--- config.mk ---
export PLATFORM = sky130hd
export DESIGN_NAME = md5_stream_hasher
export DESIGN_NICKNAME = d
export VERILOG_FILES = /design/src/hdl/md5sh_pkg.sv /design/src/hdl/md5sh_ctrl.sv /design/src/hdl/md5sh_dp.sv /design/src/hdl/md5_stream_hasher.sv
export SDC_FILE = /design/constraint.sdc
export NUM_CORES = 2
export LEC_CHECK = 0
export BUFFER_PORTS_ARGS = -buffer_cell sky130_fd_sc_hd__buf_4
export CORE_MARGIN = 5
export CORE_UTILIZATION = 35
export DETAILED_ROUTE_END_ITERATION = 12
export SYNTH_ARGS = -nofsm -noshare
export SYNTH_HDL_FRONTEND = slang
export SYNTH_HIERARCHICAL = 1
export SYNTH_SLANG_ARGS = --single-unit
--- constraint.sdc ---
create_clock -name clk -period 22 [get_ports clk]
set_input_delay 2.2 -clock clk [delete_from_list [all_inputs] [get_ports clk]]
set_output_delay 2.2 -clock clk [all_outputs]
set_load 0.005 [all_outputs]
--- src/hdl/md5sh_pkg.sv ---
`timescale 1ns / 1ps
// ---------------------------------------------------------------------------
// md5sh_pkg
// shared types, constants and helpers of the md5 stream hasher
// ---------------------------------------------------------------------------
package md5sh_pkg;

	localparam int unsigned WORD_W   = 32;
	localparam int unsigned NB_W     = 3;
	localparam int unsigned DIGEST_W = 64;
	localparam int unsigned BLK_WORDS = 16;
	localparam int unsigned ROUNDS   = 64;

	localparam logic [NB_W-1:0] MAX_BYTES = 3'd4;
	localparam logic [7:0]      PAD_BYTE  = 8'h80;

	localparam logic [31:0] IV0 = 32'h67452301;
	localparam logic [31:0] IV1 = 32'hefcdab89;
	localparam logic [31:0] IV2 = 32'h98badcfe;
	localparam logic [31:0] IV3 = 32'h10325476;

	localparam logic [31:0] MD5_K [ROUNDS] = '{
		32'hd76aa478, 32'he8c7b756, 32'h242070db, 32'hc1bdceee,
		32'hf57c0faf, 32'h4787c62a, 32'ha8304613, 32'hfd469501,
		32'h698098d8, 32'h8b44f7af, 32'hffff5bb1, 32'h895cd7be,
		32'h6b901122, 32'hfd987193, 32'ha679438e, 32'h49b40821,
		32'hf61e2562, 32'hc040b340, 32'h265e5a51, 32'he9b6c7aa,
		32'hd62f105d, 32'h02441453, 32'hd8a1e681, 32'he7d3fbc8,
		32'h21e1cde6, 32'hc33707d6, 32'hf4d50d87, 32'h455a14ed,
		32'ha9e3e905, 32'hfcefa3f8, 32'h676f02d9, 32'h8d2a4c8a,
		32'hfffa3942, 32'h8771f681, 32'h6d9d6122, 32'hfde5380c,
		32'ha4beea44, 32'h4bdecfa9, 32'hf6bb4b60, 32'hbebfbc70,
		32'h289b7ec6, 32'heaa127fa, 32'hd4ef3085, 32'h04881d05,
		32'hd9d4d039, 32'he6db99e5, 32'h1fa27cf8, 32'hc4ac5665,
		32'hf4292244, 32'h432aff97, 32'hab9423a7, 32'hfc93a039,
		32'h655b59c3, 32'h8f0ccc92, 32'hffeff47d, 32'h85845dd1,
		32'h6fa87e4f, 32'hfe2ce6e0, 32'ha3014314, 32'h4e0811a1,
		32'hf7537e82, 32'hbd3af235, 32'h2ad7d2bb, 32'heb86d391
	};

	localparam logic [4:0] MD5_S [16] = '{
		5'd7, 5'd12, 5'd17, 5'd22, 5'd5, 5'd9, 5'd14, 5'd20,
		5'd4, 5'd11, 5'd16, 5'd23, 5'd6, 5'd10, 5'd15, 5'd21
	};

	typedef enum logic [2:0] {
		ST_IDLE,
		ST_APPEND,
		ST_ROUND,
		ST_ADD,
		ST_PAD_MARK,
		ST_PAD_LEN,
		ST_DONE
	} state_t;

	typedef struct packed {
		logic       capture;
		logic       append;
		logic       pad_mark;
		logic       pad_len;
		logic       round;
		logic [5:0] round_idx;
		logic       add;
		logic       finish;
	} dp_cmd_t;

	typedef struct packed {
		logic fills;
		logic pad_wraps;
		logic last;
		logic out_busy;
	} dp_status_t;

	// message word used by a round
	function automatic logic [3:0] msg_idx(input logic [5:0] i);
		logic [3:0] j;
		j = i[3:0];
		unique case (i[5:4])
			2'd0: msg_idx = j;
			2'd1: msg_idx = 4'((j << 2) + j + 4'd1);
			2'd2: msg_idx = 4'((j << 1) + j + 4'd5);
			default: msg_idx = 4'((j << 3) - j);
		endcase
	endfunction

	function automatic logic [31:0] rotl32(input logic [31:0] x, input logic [4:0] s);
		rotl32 = (x << s) | (x >> (6'd32 - {1'b0, s}));
	endfunction

endpackage

--- src/hdl/md5sh_ctrl.sv ---
`timescale 1ns / 1ps
// ---------------------------------------------------------------------------
// md5sh_ctrl
// sequencer for byte packing, padding and the 64-round compression
// ---------------------------------------------------------------------------
module md5sh_ctrl
	import md5sh_pkg::*;
(
	input  logic       clk,
	input  logic       arst_n,
	input  logic       s_tvalid,
	output logic       s_tready,
	input  dp_status_t status,
	output dp_cmd_t    cmd
);

	state_t     state_q, state_d;
	state_t     ret_q, ret_d;
	logic [5:0] rnd_q, rnd_d;

	always_ff @(posedge clk or negedge arst_n) begin
		if (!arst_n) begin
			state_q <= ST_IDLE;
			ret_q   <= ST_IDLE;
			rnd_q   <= '0;
		end else begin
			state_q <= state_d;
			ret_q   <= ret_d;
			rnd_q   <= rnd_d;
		end
	end

	always_comb begin
		state_d       = state_q;
		ret_d         = ret_q;
		rnd_d         = rnd_q;
		s_tready      = 1'b0;
		cmd           = '0;
		cmd.round_idx = rnd_q;
		unique case (state_q)
			ST_IDLE: begin
				s_tready    = 1'b1;
				cmd.capture = s_tvalid;
				if (s_tvalid) state_d = ST_APPEND;
			end
			ST_APPEND: begin
				cmd.append = 1'b1;
				if (status.fills) begin
					ret_d   = ST_APPEND;
					state_d = ST_ROUND;
				end else if (status.last) begin
					state_d = ST_PAD_MARK;
				end else begin
					state_d = ST_IDLE;
				end
			end
			ST_ROUND: begin
				cmd.round = 1'b1;
				rnd_d     = 6'(rnd_q + 6'd1);
				if (rnd_q == 6'(ROUNDS - 1)) state_d = ST_ADD;
			end
			ST_ADD: begin
				cmd.add = 1'b1;
				state_d = ret_q;
			end
			ST_PAD_MARK: begin
				cmd.pad_mark = 1'b1;
				if (status.pad_wraps) begin
					ret_d   = ST_PAD_LEN;
					state_d = ST_ROUND;
				end else begin
					state_d = ST_PAD_LEN;
				end
			end
			ST_PAD_LEN: begin
				cmd.pad_len = 1'b1;
				ret_d       = ST_DONE;
				state_d     = ST_ROUND;
			end
			ST_DONE: begin
				if (!status.out_busy) begin
					cmd.finish = 1'b1;
					state_d    = ST_IDLE;
				end
			end
			default: state_d = ST_IDLE;
		endcase
	end

endmodule

--- src/hdl/md5sh_dp.sv ---
`timescale 1ns / 1ps
// ---------------------------------------------------------------------------
// md5sh_dp
// message block, round unit, chaining words and digest output buffer
// ---------------------------------------------------------------------------
module md5sh_dp
	import md5sh_pkg::*;
(
	input  logic                clk,
	input  logic                arst_n,
	input  dp_cmd_t             cmd,
	output dp_status_t          status,
	input  logic [WORD_W-1:0]   in_word,
	input  logic [NB_W-1:0]     in_nb,
	input  logic                in_last,
	input  logic                cfg_valid,
	input  logic                cfg_data,
	output logic                m_tvalid,
	input  logic                m_tready,
	output logic [DIGEST_W-1:0] m_tdata,
	output logic                m_tlast
);

	logic [31:0]  blk_q [BLK_WORDS];
	logic [31:0]  rw_q [4];
	logic [31:0]  chain_q [4];
	logic [63:0]  byte_cnt_q;
	logic [31:0]  word_q;
	logic [NB_W-1:0] nb_q;
	logic         last_q;
	logic         len_be_q;
	logic [127:0] digest_q;
	logic         out_valid_q;
	logic         out_half_q;

	// append bookkeeping
	logic [5:0]      pos;
	logic [6:0]      space;
	logic [NB_W-1:0] cnt;
	logic [63:0]     bits, len;

	assign pos   = byte_cnt_q[5:0];
	assign space = 7'd64 - {1'b0, pos};
	assign cnt   = ({4'b0, nb_q} <= space) ? nb_q : space[NB_W-1:0];
	assign bits  = {byte_cnt_q[60:0], 3'b000};

	always_comb begin
		for (int k = 0; k < 8; k++) begin
			len[8*k +: 8] = len_be_q ? bits[8*(7-k) +: 8] : bits[8*k +: 8];
		end
	end

	assign status.fills     = ({4'b0, cnt} + {1'b0, pos}) == 7'd64;
	assign status.pad_wraps = pos >= 6'd56;
	assign status.last      = last_q;
	assign status.out_busy  = out_valid_q;

	// round unit
	logic [31:0] a, b, c, d, f, sum, b_new;
	logic [3:0]  g;

	always_comb begin
		if (cmd.round_idx == '0) begin
			a = chain_q[0]; b = chain_q[1]; c = chain_q[2]; d = chain_q[3];
		end else begin
			a = rw_q[0]; b = rw_q[1]; c = rw_q[2]; d = rw_q[3];
		end
		unique case (cmd.round_idx[5:4])
			2'd0: f = (b & c) | (~b & d);
			2'd1: f = (d & b) | (~d & c);
			2'd2: f = b ^ c ^ d;
			default: f = c ^ (b | ~d);
		endcase
		g     = msg_idx(cmd.round_idx);
		sum   = a + f + MD5_K[cmd.round_idx] + blk_q[g];
		b_new = b + rotl32(sum, MD5_S[{cmd.round_idx[5:4], cmd.round_idx[1:0]}]);
	end

	// payload registers
	always_ff @(posedge clk) begin
		if (cmd.capture) begin
			word_q <= in_word;
			nb_q   <= (in_nb > MAX_BYTES) ? MAX_BYTES : in_nb;
			last_q <= in_last;
		end
		if (cmd.append) begin
			word_q <= word_q >> {cnt, 3'b000};
			nb_q   <= nb_q - cnt;
		end
		if (cmd.round) begin
			rw_q[0] <= d;
			rw_q[1] <= b_new;
			rw_q[2] <= b;
			rw_q[3] <= c;
		end
		if (cmd.finish) digest_q <= {chain_q[3], chain_q[2], chain_q[1], chain_q[0]};
	end

	// block, counts and chaining words
	always_ff @(posedge clk or negedge arst_n) begin
		logic [5:0] off;
		if (!arst_n) begin
			for (int w = 0; w < BLK_WORDS; w++) blk_q[w] <= '0;
			chain_q[0]  <= IV0;
			chain_q[1]  <= IV1;
			chain_q[2]  <= IV2;
			chain_q[3]  <= IV3;
			byte_cnt_q  <= '0;
			len_be_q    <= 1'b0;
			out_valid_q <= 1'b0;
			out_half_q  <= 1'b0;
		end else begin
			if (cfg_valid) len_be_q <= cfg_data;
			if (cmd.append) begin
				for (int k = 0; k < 64; k++) begin
					off = 6'(k) - pos;
					if ({3'b0, off} < {3'b0, cnt})
						blk_q[k/4][8*(k%4) +: 8] <= word_q[8*off[1:0] +: 8];
				end
				byte_cnt_q <= byte_cnt_q + 64'(cnt);
			end
			if (cmd.pad_mark) blk_q[pos[5:2]][8*pos[1:0] +: 8] <= PAD_BYTE;
			if (cmd.pad_len) begin
				blk_q[14] <= len[31:0];
				blk_q[15] <= len[63:32];
			end
			if (cmd.add) begin
				for (int w = 0; w < 4; w++) chain_q[w] <= chain_q[w] + rw_q[w];
				for (int w = 0; w < BLK_WORDS; w++) blk_q[w] <= '0;
			end
			if (cmd.finish) begin
				chain_q[0]  <= IV0;
				chain_q[1]  <= IV1;
				chain_q[2]  <= IV2;
				chain_q[3]  <= IV3;
				byte_cnt_q  <= '0;
				out_valid_q <= 1'b1;
				out_half_q  <= 1'b0;
			end else if (out_valid_q && m_tready) begin
				if (out_half_q) out_valid_q <= 1'b0;
				out_half_q <= ~out_half_q;
			end
		end
	end

	assign m_tvalid = out_valid_q;
	assign m_tlast  = out_half_q;
	assign m_tdata  = out_half_q ? digest_q[127:64] : digest_q[63:0];

endmodule

--- src/hdl/md5_stream_hasher.sv ---
`timescale 1ns / 1ps
// ---------------------------------------------------------------------------
// md5_stream_hasher
// md5 digest over a stream of little-endian 32-bit words
// ---------------------------------------------------------------------------
// Message bytes arrive one 32-bit word per input transaction, first byte in
// bits 7..0, with 0 to 4 valid bytes (tuser, counts above 4 read as 4) and
// tlast on the final word. When tlast arrives the message is padded the
// standard md5 way and the 128-bit digest leaves as two output transactions:
// digest bytes 0..7 first, then bytes 8..15 with tlast set; the block then
// starts the next message from the md5 initial values. Each input word is
// accepted and then packed into the 64-byte block; the input is not ready
// while a word is packed, a block is compressed or a message is closed. Every
// full block passes through the single round unit for 64 rounds and then the
// chaining add. Ending a message adds the pad mark, length and digest hand-off
// steps plus one or two compressions. The digest sits in its own output
// register, so the next message is taken in while the last digest waits; only
// its end stalls until that register has drained. The configuration bit must
// be written only while no message is in flight; the block itself does not
// enforce this. When set it stores the bit count byte-swapped; it resets to standard md5 order.
// ---------------------------------------------------------------------------
module md5_stream_hasher
	import md5sh_pkg::*;
(
	input  logic                clk,
	input  logic                arst_n,
	// input transactions
	input  logic                s_tvalid,
	output logic                s_tready,
	input  logic [31:0]         s_tdata,    // data_word
	input  logic [2:0]          s_tuser,    // valid_bytes
	input  logic                s_tlast,    // last_word
	// digest transactions
	output logic                m_tvalid,
	input  logic                m_tready,
	output logic [63:0]         m_tdata,    // digest_half
	output logic                m_tlast,    // digest_last
	// length byte order register
	input  logic                cfg_valid,
	output logic                cfg_ready,
	input  logic                cfg_data    // length_big_endian
);

	dp_cmd_t    cmd;
	dp_status_t status;

	// register write is always accepted
	assign cfg_ready = 1'b1;

	// state machine: capture, pack, pad, run rounds, hand off digest
	md5sh_ctrl u_ctrl (
		.clk      (clk),
		.arst_n   (arst_n),
		.s_tvalid (s_tvalid),
		.s_tready (s_tready),
		.status   (status),
		.cmd      (cmd)
	);

	// block storage, round unit and digest buffer
	md5sh_dp u_dp (
		.clk       (clk),
		.arst_n    (arst_n),
		.cmd       (cmd),
		.status    (status),
		.in_word   (s_tdata),
		.in_nb     (s_tuser),
		.in_last   (s_tlast),
		.cfg_valid (cfg_valid),
		.cfg_data  (cfg_data),
		.m_tvalid  (m_tvalid),
		.m_tready  (m_tready),
		.m_tdata   (m_tdata),
		.m_tlast   (m_tlast)
	);

endmodule

======== Word-level counts from Yosys, hierarchy flattened ========
Memory sizes are Yosys's and may differ from the RTL's.
Cells that the tools add are included.
word-level totals
  register bits after elaboration ......... 883
  RAM bits ................................ 128
  ROM bits ................................ 2,128
  bits of input ports ..................... 42
  logic and storage cells ................. 435
  memories ................................ 3
memories
  name             words  width  read ports  clocked after Yosys merged registers in  write ports  line            RTL
  (no name shown)  64     32     1           0                                        0            md5sh_dp.sv:75  sum = a + f + MD5_K[cmd.round_idx] + blk_q[g];
  u_dp.rw_q        4      32     4           0                                        4            md5sh_dp.sv:25  logic [31:0] rw_q [4];
  (no name shown)  16     5      1           0                                        0            md5sh_dp.sv:76  b_new = b + rotl32(sum, MD5_S[{cmd.round_idx[5:4], cmd.round_idx[1:0]}]);
operators by class
  add/subtract/negate cells ............... 84
  order comparisons ....................... 72
  eq/ne operators ......................... 15
  shift-type cells ........................ 69
  multiplexer cells ....................... 129
  bitwise operators ....................... 18
  reduce and logical (&&, ||, !) cells .... 14
operators by type and width
  cell                                                    number
  variable part select 32 x 6 -> 8 bit                    64
  two-way mux 512 bit                                     3
  two-way mux 8 bit                                       72
  bitwise mux 512 bit                                     1
  < comparator 6 x 3 -> 1 bit                             64
  two-way mux 32 bit                                      11
  adder 32 bit                                            8
  two-way mux 128 bit                                     2
  two-way mux 64 bit                                      4
  subtractor 6 bit (first input constant)                 32
  AND 32 bit                                              4
  binary-select mux 32 bit (select 4 bit)                 1
  demux 32 bit (select 4 bit)                             1
  bitwise OR 32 bit                                       4
  one-hot mux 32 bit (3 select lines)                     1
  subtractor 5 x 6 -> 6 bit (first input constant)        16
  bitwise XOR 32 bit                                      3
  adder 64 x 3 -> 64 bit                                  1
  NOT 32 bit                                              2
  right shift 32 x 6 -> 32 bit                            2
  subtractor 4 x 6 -> 6 bit (first input constant)        8
  two-way mux 3 bit                                       12
  negation 5 -> 34 bit                                    1
  variable shift 8 x 34 -> 32 bit (first input constant)  1
  45 further kinds                                        83

======== Depth between registers and ports, before layout ========
  depth in word-level cells ............... 12
  mapped depth ............................ 56
  depth with buffers taken out ............ 49

======== Cells and area by module ========
The synthesis kept the hierarchy.
by module, submodules not included
  module             instances  cells an instance  area an instance (µm²)
  md5sh_dp           1          6,853              67,598.6
  md5sh_ctrl         1          68                 675.6
  md5_stream_hasher  1          2                  11.3

======== Least setup slack after synthesis ========
No wires, ideal clock.
  path type ............................... reg-to-reg
  start ................................... reg u_ctrl.rnd_q[2]
  end ..................................... mem u_dp.rw_q[1][30] (data pin)
  library setup time ...................... 0.265 ns
  data arrival time ....................... 11.190 ns
  required time ........................... 21.735 ns
  setup slack ............................. 10.545 ns
  cell stages (with the launch flop) ...... 52
  path buffers ............................ 10
  period minus slack after synthesis ...... 11.455 ns
  cells stage by stage .................... dfrtp_1 > clkbuf_1 > inv_1 > clkbuf_1 > clkbuf_1 > ha_1 > nor4bb_1 > buf_2 > buf_2 > buf_1 > buf_1 > buf_1 > clkbuf_1 > mux2_2 > fa_1 > inv_1 > fa_1 > inv_1 > [16 not listed] > o21ai_0 > nand2_1 > o21ai_0 > fa_1 > a21o_1 > a21oi_1 > o21bai_1 > a21oi_1 > o21bai_1 > a21oi_1 > nor2_1 > o21ai_1 > a31oi_1 > o211ai_2 > a31oi_1 > a221o_1 > nor4b_1 > or3_1
RTL lines
  what                      line              RTL
  start: declaration        md5sh_ctrl.sv:19  logic [5:0] rnd_q, rnd_d;
  start signal: assignment  md5sh_ctrl.sv:29  rnd_q <= rnd_d;
  end: declaration          md5sh_dp.sv:25

==> impl_metrics.tcl <==
set metrics [dict create \
    drv_cap 0 \
    fmax_ghz 0.0738 \
    ant_nets 0 \
    final_nets 7202 \
    insertion_delay_ns 0.79 \
    synthXorXnorAreaFrac_pct 4.03 \
    cts-root-buf "clkbuf_16" \
    htree_levels 3 \
    slew_viol_final 0 \
    fin_skew_ns 0.0586 \
    cts_setup_buffers 0 \
    fp.dieArea_um2 204000 \
    slowest_delay_ns 0.78 \
    required_ns 22.48 \
    slew_headroom_pct 17.8 \
    period_needed_ns 13.55 \
    async_flop_share_pct 71.0 \
    cts_tree "built" \
    finalHoldViolations 0 \
    layout_common_cells "nor2_1, mux2i_1, dfrtp_1" \
    utilization_pct 38.9 \
    dr.first_iter.drc_count 5255 \
    wl_um 231000 \
    core_um2 195000 \
    synth_fa_ha_area_share_pct 6.75 \
    yosysSeqAreaShare_pct 39.2 \
    clk_pin_slew_worst_paths_ns 0.06 \
    synth_flop_cell "dfrtp_1" \
    wl_per_cell_um 24.3 \
    portBuffers 108 \
    synth_top_family_by_area "multiplexers" \
    fin_tns_setup_ns 0 \
    die-height_um 452 \
    status "finished clean" \
    finalCritPeriodShare_pct 61.6 \
    drc 0 \
    ctsResizeCount 0 \
    critPathLaunch "u_ctrl/rnd_q[1]" \
    critPathBufInv 7 \
    tightest_slew_ns 1.22 \
    drive_gt1_share_pct 14.8 \
    grt_max_degree 157 \
    gp_congestion 0.947 \
    regArea_um2 26800 \
    syn_area_um2 68300 \
    yosysUniqueCellTypes 109 \
    synthCells 6923 \
    hold_buffers 0 \
    timing.rr.start "u_ctrl/rnd_q[1]" \
    post_drt_via_cell_ratio 5.79 \
    num_rows 162 \
    setup_viol 0 \
    yosysWarnings 6 \
    ys_ff_latch 1008 \
    grt_usage_pct 22.0 \
    io_pins 110 \
    die_width_um 452 \
    synth_compound_area_share_pct 13.0 \
    clock-sinks 1008 \
    grt_pass1_wl_um 348000 \
    syn_area_per_cell_um2 9.86 \
    hpwl_um 165000 \
    end_kind "register" \
    synth_edf_count 292 \
    rsz0062_at_grt "false" \
    cts_buffer_depth 3 \
    hold_path_startpoint "u_ctrl/ret_q[0]" \
    start_util_pct 35.1 \
    crit_type "register to register" \
    crit_fanout 47 \
    start_kind "register" \
    vias 54900 \
    cts_buffers 115 \
    multi_input_area_um2 39200 \
    overflow 0 \
    hold_class "register to register" \
    area_growth_pct 10.9 \
    critPathTopFamily "compound AO/OA/AOI/OAI gates" \
    muxShareOfSynthArea_pct 19.8 \
    critical_path_arrival_ns 14.02 \
    layout.cells.most_common "nor2_1" \
    antenna_found_initial 2 \
    slowest_stage "buf_4" \
    firstDrtPassIters 6 \
    yosys.area_share.simple_pct 13.5 \
    grt_pass1_vias 54100 \
    syn_nets 7282 \
    fillers 19100 \
]
[layer usage]
layer	global-route usage [%]	wire length, µm	up-vias
met5	0	14	-
met4	8.82	10400	2
met3	3.28	15400	395
met2	34.8	105000	2055
met1	30.3	99900	27600
li1	-	-	24800
[metrics by stage]
step / std cells / setup slack, ns / hold WS, ns / cell area [µm²]
6_report: 9483 / 8.45 / 0.484 / 75700
5_1_grt: 9483 / 7.66 / 0.514 / 75700
3_3_place_gp: 9268 / 8.73 / 0.468 / 71800
3_5_place_dp: 9268 / 8.70 / 0.469 / 71800
4_1_cts: 9481 / 8.59 / 0.482 / 75700
2_1_floorplan: 6923 / 10.54 / 0.444 / 68300
[path summary, 6_finish.rpt]
check / endpoint / slack (ns) / cells past startpoint
setup / recovery: u_dp/rw_q[1][30] / 8.45 / 47
hold / removal: u_ctrl/ret_q[0] / 0.48 / 1
setup reg to reg: u_dp/rw_q[1][30] / 8.45 / 47
hold reg to reg: u_ctrl/ret_q[0] / 0.48 / 1
max in group asynchronous: u_dp/blk_q[467] / 17.49 / 4
min in group asynchronous: u_dp/chain_q[99] / 1.47 / 1
[cell usage after synthesis (all sizes together), types with 17 or more instances]
cell type | n | area [µm²]
a21oi | 472 | 2380
fa | 74 | 1480
nor2b | 53 | 332
and2 | 32 | 200
a22oi | 18 | 140
a21o | 66 | 495
o21a | 34 | 257
a211oi | 75 | 568
o21ai | 294 | 1470
nand2b | 35 | 219
nor4 | 18 | 113
mux2i | 676 | 6770
a211o | 18 | 158
o21bai | 30 | 225
dfstp | 64 | 1680
or3 | 32 | 200
edfxtp | 292 | 8770
ha | 243 | 3040
o31ai | 29 | 223
a21boi | 17 | 128
nand2 | 567 | 2130
buf | 110 | 472
inv | 234 | 878
xor2 | 116 | 1020
xnor2 | 195 | 1720
or2 | 36 | 225
a31oi | 52 | 332
mux4 | 167 | 3760
clkbuf | 306 | 1150
nor2 | 962 | 3610
o311ai | 24 | 218
nor3 | 113 | 571
nand4 | 35 | 219
nand3 | 134 | 671
dfrtp | 652 | 16300
o22ai | 57 | 357
mux2 | 266 | 3000
and3 | 43 | 269
o211ai | 43 | 338
[logic make-up (layout without fill, tap and decap cells)]
| kind of cell | after synthesis | count (layout) |
|---|---|---|
| AOI/OAI and AO/OA | 1398 | 1398 |
| xor gates and xnor gates | 312 | 312 |
| adders and majority gates | 326 | 326 |
| buffers and inverters | 655 | 671 |
| DFF | 1008 | 1008 |
| muxes | 1109 | 1109 |
| other | 1 | 3 |
| and+or+nand+nor | 2114 | 2114 |
[state kept, by name, indices dropped and copies added, names as in the netlist]
| signal | cells |
|---|---|
| u_dp/blk_q | 512 |
| u_ctrl/rnd_q | 6 |
| u_dp/rw_q | 128 |
| u_dp/chain_q | 128 |
| u_dp/digest_q | 128 |
| u_dp/m_tvalid | 1 |
| u_dp/word_q | 32 |
| u_dp/len_be_q | 1 |
| u_ctrl/ret_q | 3 |
| u_dp/nb_q | 3 |
| u_dp/last_q | 1 |
| u_dp/m_tlast | 1 |
| u_dp/byte_cnt_q | 61 |
| u_ctrl/state_q | 3 |
[cell type report]
cell class	instances	area share (%)
diodes	2	0.00661
repair buffers	220	2.24
clock inverters	57	0.920
clock buffers	156	4.30
well taps	2542	4.20
flip-flops and latches	1008	35.4
multi-input cells	5260	51.8
inverters	238	1.19
[worst reg2reg max path: cells and delay by family, from the launching register on]
kind | cells | cell delay [ns]
multiplexers | 3 | 0.94
AO/OA/AOI/OAI | 22 | 5.48
flip-flops | 1 | 0.36
AND/OR/NAND/NOR | 8 | 1.28
XOR/XNOR | 1 | 0.43
buffers and inverters | 7 | 2.09
adder cells (fa/ha/maj) | 6 | 2.66
Power is left out: the tool's default activity adds up to more than one toggle a clock period on the data nets, which glitch-free logic cannot reach.
